--- config.mk ---
export PLATFORM = sky130hd
export DESIGN_NAME = glzw_ctrl
export DESIGN_NICKNAME = d
export VERILOG_FILES = /design/src/rtl/glzw_pkg.sv /design/src/rtl/glzw_ctrl.sv
export SDC_FILE = /design/constraint.sdc
export NUM_CORES = 1
export LEC_CHECK = 0
export BUFFER_PORTS_ARGS = -buffer_cell sky130_fd_sc_hd__clkbuf_2
export CORE_MARGIN = 2
export CORE_UTILIZATION = 30
export DETAILED_ROUTE_END_ITERATION = 7
export HOLD_SLACK_MARGIN = 0.02
export PLACE_DENSITY = 0.59
export SLEW_MARGIN = 30
export SYNTH_ARGS = -nofsm -noshare
export SYNTH_HDL_FRONTEND = slang
export SYNTH_SLANG_ARGS = --single-unit
--- constraint.sdc ---
create_clock -name clk_i -period 2.7 [get_ports clk_i]
set_clock_uncertainty 0.05 [all_clocks]
set_input_delay 0 -clock clk_i [delete_from_list [all_inputs] [get_ports clk_i]]
set_output_delay 0 -clock clk_i [all_outputs]
set_load 0.005 [all_outputs]
--- src/rtl/glzw_pkg.sv ---
package glzw_pkg;

  // Actions of an input transaction.
  localparam logic [1:0] ACT_FEED    = 2'd0;
  localparam logic [1:0] ACT_PULL    = 2'd1;
  localparam logic [1:0] ACT_RESTART = 2'd2;

  // Result status codes.
  localparam logic [2:0] ST_BYTE      = 3'd0;
  localparam logic [2:0] ST_NEED      = 3'd1;
  localparam logic [2:0] ST_CLEAR     = 3'd2;
  localparam logic [2:0] ST_ENDED     = 3'd3;
  localparam logic [2:0] ST_ERROR     = 3'd4;
  localparam logic [2:0] ST_ACCEPTED  = 3'd5;
  localparam logic [2:0] ST_REFUSED   = 3'd6;
  localparam logic [2:0] ST_RESTARTED = 3'd7;

  // Bit buffer limits.
  localparam int unsigned BufBits  = 24;
  localparam int unsigned FeedMax  = 16;

  typedef struct packed {
    logic [1:0] action;
    logic [7:0] data_byte;
  } in_t;

  typedef struct packed {
    logic [7:0] pixel;
    logic [2:0] status;
    logic       string_end;
  } out_t;

  // Commands from the controller to the datapath.
  typedef struct packed {
    logic       capture;
    logic       feed;
    logic       restart;
    logic       take_code;
    logic       dict_init;
    logic       set_ended;
    logic       set_err;
    logic       walk_start;
    logic       walk_push;
    logic       walk_end;
    logic       pop;
    logic       load_out;
    logic [2:0] status;
  } cmd_t;

  // Status from the datapath to the controller.
  typedef struct packed {
    logic feed_ok;
    logic stack_nonempty;
    logic err;
    logic ended;
    logic bits_enough;
    logic code_clr;
    logic code_stop;
    logic code_bad;
    logic walk_root;
  } sts_t;

endpackage

--- src/rtl/glzw_ctrl.sv ---
module glzw_ctrl (
  input  logic          clk_i,
  input  logic          rst_ni,
  input  logic          in_valid_i,
  input  logic [1:0]    in_action_i,
  output logic          in_stall_o,
  output logic          out_valid_o,
  input  logic          out_stall_i,
  input  glzw_pkg::sts_t sts_i,
  output glzw_pkg::cmd_t cmd_o
);

  localparam logic [2:0] S_IDLE      = 3'd0;
  localparam logic [2:0] S_EXEC      = 3'd1;
  localparam logic [2:0] S_CLASS     = 3'd2;
  localparam logic [2:0] S_WALK_RD   = 3'd3;
  localparam logic [2:0] S_WALK_PUSH = 3'd4;
  localparam logic [2:0] S_POP       = 3'd5;
  localparam logic [2:0] S_OUT       = 3'd6;

  logic [2:0] state_q, state_d;
  logic [1:0] action_q, action_d;
  logic [2:0] res_q, res_d;
  logic       out_valid_q, out_valid_d;
  logic       accept;
  logic       out_free;

  assign accept      = in_valid_i && (state_q == S_IDLE);
  assign in_stall_o  = (state_q != S_IDLE);
  assign out_valid_o = out_valid_q;
  assign out_free    = !out_valid_q || !out_stall_i;

  // Next state and datapath commands.
  always_comb begin
    state_d     = state_q;
    action_d    = action_q;
    res_d       = res_q;
    out_valid_d = out_valid_q;
    cmd_o       = '0;
    if (out_valid_q && !out_stall_i) begin
      out_valid_d = 1'b0;
    end
    case (state_q)
      S_IDLE: begin
        if (accept) begin
          cmd_o.capture = 1'b1;
          action_d      = in_action_i;
          state_d       = S_EXEC;
        end
      end
      S_EXEC: begin
        state_d = S_OUT;
        case (action_q)
          glzw_pkg::ACT_FEED: begin
            cmd_o.feed = sts_i.feed_ok;
            res_d = sts_i.feed_ok ? glzw_pkg::ST_ACCEPTED : glzw_pkg::ST_REFUSED;
          end
          glzw_pkg::ACT_RESTART: begin
            cmd_o.restart = 1'b1;
            res_d         = glzw_pkg::ST_RESTARTED;
          end
          glzw_pkg::ACT_PULL: begin
            if (sts_i.stack_nonempty) begin
              state_d = S_POP;
            end else if (sts_i.err) begin
              res_d = glzw_pkg::ST_ERROR;
            end else if (sts_i.ended) begin
              res_d = glzw_pkg::ST_ENDED;
            end else if (!sts_i.bits_enough) begin
              res_d = glzw_pkg::ST_NEED;
            end else begin
              cmd_o.take_code = 1'b1;
              state_d         = S_CLASS;
            end
          end
          default: begin
            res_d = glzw_pkg::ST_REFUSED;
          end
        endcase
      end
      S_CLASS: begin
        if (sts_i.code_clr) begin
          cmd_o.dict_init = 1'b1;
          res_d           = glzw_pkg::ST_CLEAR;
          state_d         = S_OUT;
        end else if (sts_i.code_stop) begin
          cmd_o.set_ended = 1'b1;
          res_d           = glzw_pkg::ST_ENDED;
          state_d         = S_OUT;
        end else if (sts_i.code_bad) begin
          cmd_o.set_err = 1'b1;
          res_d         = glzw_pkg::ST_ERROR;
          state_d       = S_OUT;
        end else begin
          cmd_o.walk_start = 1'b1;
          state_d          = S_WALK_RD;
        end
      end
      S_WALK_RD: begin
        if (sts_i.walk_root) begin
          cmd_o.walk_end = 1'b1;
          state_d        = S_POP;
        end else begin
          state_d = S_WALK_PUSH;
        end
      end
      S_WALK_PUSH: begin
        cmd_o.walk_push = 1'b1;
        state_d         = S_WALK_RD;
      end
      S_POP: begin
        cmd_o.pop = 1'b1;
        res_d     = glzw_pkg::ST_BYTE;
        state_d   = S_OUT;
      end
      S_OUT: begin
        if (out_free) begin
          cmd_o.load_out = 1'b1;
          out_valid_d    = 1'b1;
          state_d        = S_IDLE;
        end
      end
      default: begin
        state_d = S_IDLE;
      end
    endcase
    cmd_o.status = res_q;
  end

  // Control registers.
  always_ff @(posedge clk_i or negedge rst_ni) begin
    if (!rst_ni) begin
      state_q     <= S_IDLE;
      action_q    <= glzw_pkg::ACT_FEED;
      res_q       <= glzw_pkg::ST_BYTE;
      out_valid_q <= 1'b0;
    end else begin
      state_q     <= state_d;
      action_q    <= action_d;
      res_q       <= res_d;
      out_valid_q <= out_valid_d;
    end
  end

endmodule

==> key figures <==
Detailed routing
  • Drt via density: 5.12
  • Wl on met1: 870 microns
  • Drt wl/cell: 13.4 microns
  • Via count: ~700
  • DRT iter0 DRCs: 15
  • Met2 Wirelength: 831 microns
  • DRC: 0
  • Final WL: 1.83 mm
  • First-pass DRT Iterations: 4
  • Top Metal Used: met4
  • Antenna viol nets, final: 0
  • Met3 wire len: 102 microns

Clock tree
  • Max Buffers Root-to-Sink: 2
  • Clock Tree Root: clkbuf_4
  • CTS tree: yes
  • CTS Buf Count: 3
  • Setup bufs post-CTS: 0
  • Clock slew at the register clock pins of the worst setup and hold paths: 70 ps
  • # resized after CTS: 0
  • Worst-skew pair later-pin latency: 270 ps
  • Clock sink total: 9
  • CTS H-tree lvls: 1

Timing
  • Hold Fails Final Rpt: 0
  • Worst Tran Pin Value: 384 ps
  • Minimum clock period: 2010 ps
  • Setup_tns: 0 ps
  • Slew headroom: approximately three quarters
  • Slew Limit Fails: 0
  • Max Freq: 498 MHz
  • Setup-failing EPs final: 0
  • Final period util: 74.4%
  • RSZ-0062 raised after global routing: no
  • Worst Slack Setup Final: 690 ps

Global routing
  • Vias in the first global route: 664
  • Largest net degree at the start of global routing: 13
  • Antenna violations before repair: 0
  • First-pass GRT wire length: 2.91 mm
  • GRT overflow: 0
  • Total Routing Usage GR: 15.5%

Cells and area
  • Most common cell after layout, fill and taps aside: clkbuf_2
  • Post-Layout Inst Area: 892 sq um
  • Final core utilization: 45.0%
  • Most frequent cells in the layout: 31 x clkbuf_2, 9 x dfrtp_1, 8 x nor2_1
  • Area Overhead vs Synth: 39.8%
  • Area of the multi-input gates: 387 sq um
  • Nets: 126
  • Share of cells above drive strength 1: 37.3%
  • Fillers: 206
  • Diodes inserted: 0
  • Sequential cell area: 225 sq um

Worst setup path
  • Delay-heaviest family, CP: simple AND/OR/NAND/NOR gates
  • Worst Path Arrival: 1960 ps
  • CP max-delay cell: or4b_1
  • Worst R2R End: state_q[2]$_DFFE_PN0P_
  • R2r startpoint: action_q[1]$_DFFE_PN0P_
  • Critical path fanouts, max: 9
  • CP max stage delay: 510 ps
  • Crit end category: output pin
  • R2R Setup Slk: 750 ps
  • Crit path cell chain: or3b_1, or4b_1, nor3_1, clkbuf_2
  • WP buf/inv: 1
  • Critical path class: reg -> out
  • Worst-case reg-to-reg path depth: 4
  • WP data required: 2650 ps
  • Startpoint Class: flop

Logic synthesis
  • Yosys cell types: 34
  • Synth Warn #: 0
  • Main synth FF type: dfrtp_1
  • Syn Inst Count: 73
  • Mapped Avg Cell Area: 8.74 sq um
  • Post-Synth XOR/XNOR Area: 0%
  • Mapped cell area: around 640 sq um
  • Simple-gate portion of the synthesized area: a little under a third
  • Synth Register Bits: 9
  • Post-synth EDFFs: 0
  • Compound-Gate Fraction of Synth Area: 21.2%
  • Total nets after synthesis: 88
  • Largest family of logic cells by synthesized area: simple AND/OR/NAND/NOR gates
  • Post-Synth Adder-Cell Area: 0%
  • Mux share of post-synthesis cell area: between 8 and 9%
  • Register area share after synthesis: 35.3%
  • Ys async rst share: 100%

Floorplan
  • DIE AREA: 0.00251 sq mm
  • Die Y-Extent: between 50 and 60 microns
  • # rows: 16
  • Die W: approximately 50 microns
  • Top Ports: 32
  • Starting Density: 32.2%
  • Core ar.: 0.00198 sq mm

Min path
  • Worst min-delay path category: in -> async

Flow run
  • Max-Cap Viols: 0

Power and ir drop
  • Leakage: 0.417 nW
  • Worst vdd ir: 388 uV
  • PwrDens: 1020 mW/mm^2
  • Power, Total: a little over 900 uW

Outcome
  • Outcome: complete, no violations

Place
  • Detailed Place HPWL: 1.42 mm
  • Port Buffer Count: 31
  • Routability cong.: 0.831
  • DP Area: 816 sq um
  • Worst slack, placed: 767 ps
==> layout make-up <==
cell class                 instances  share of cell area (%)
clock buffer                       4                    2.95
timing repair buffer              37                    23.8
multi-input combinational         58                    43.3
sequential                         9                    25.2
inverter                           2                   0.842
tap                               27                    3.79
==> registers in the layout (all words and copies together) (netlist names) <==
register and count:
action_q 2, out_valid_o 1, res_q 3, state_q 3
==> per-stage QoR <==
| stage | std cells | hold slack, ps |
|---|---|---|
| 2_1_floorplan | 73 | -346 |
| 5_1_grt | 137 | 96.2 |
| 6_report | 137 | 68.7 |
| 4_1_cts | 137 | 77.2 |
| 3_3_place_gp | 128 | -173 |
| 3_5_place_dp | 128 | -177 |
==> per-layer routing <==
metal	up-vias	global-route usage (%)
met5	-	0
li1	348	-
met4	0	8.33
met1	326	20.0
met3	2	2.73
met2	26	24.3
==> worst max path at each step <==
stage / slack [ps] / cells past startpoint / startpoint / to
after floorplan: 860 / 4 / action_q[1]$_DFFE_PN0P_ / state_q[2]$_DFFE_PN0P_
after global placement: 810 / 4 / action_q[1]$_DFFE_PN0P_ / state_q[2]$_DFFE_PN0P_
after detailed placement: 770 / 4 / action_q[1]$_DFFE_PN0P_ / state_q[2]$_DFFE_PN0P_
after CTS: 690 / 4 / action_q[1]$_DFFE_PN0P_ / cmd_o[11]
after global routing: 580 / 4 / action_q[1]$_DFFE_PN0P_ / cmd_o[11]
final: 690 / 4 / action_q[1]$_DFFE_PN0P_ / cmd_o[11]
==> kinds of logic after synthesis <==
kind of cell	Yosys count
muxes	5
buffers and inverters	6
and+or+nand+nor	35
DFF	9
AOI/OAI and AO/OA	18
==> Yosys cell counts (2+ instances only) <==
cell / count / share of area [%]
dfrtp_1: 9 / 35
nor2_1: 8 / 4.7
nand2_1: 6 / 3.5
mux2_2: 5 / 8.8
a21oi_1: 3 / 2.4
clkbuf_1: 3 / 1.8
nor3_1: 3 / 2.4
nor3b_1: 3 / 3.5
o21ai_0: 3 / 2.4
and3_1: 2 / 2.0
inv_1: 2 / 1.2
nand2b_1: 2 / 2.0
nor2b_1: 2 / 2.0
or3_1: 2 / 2.0
==> repair_timing <==
item / in CTS / in global routing
hold buffers: 5 / 0
endpoints found under the setup margin: 0 / 0
hold endpoints to repair: 13 / 0
==> power breakdown <==
group	internal [mW]	switching, mW
Combinational	0.261	0.218
Clock	0.0572	0.0525
Sequential	0.204	0.115
Total	0.522	0.386
Power figures use the tool's default switching activity.
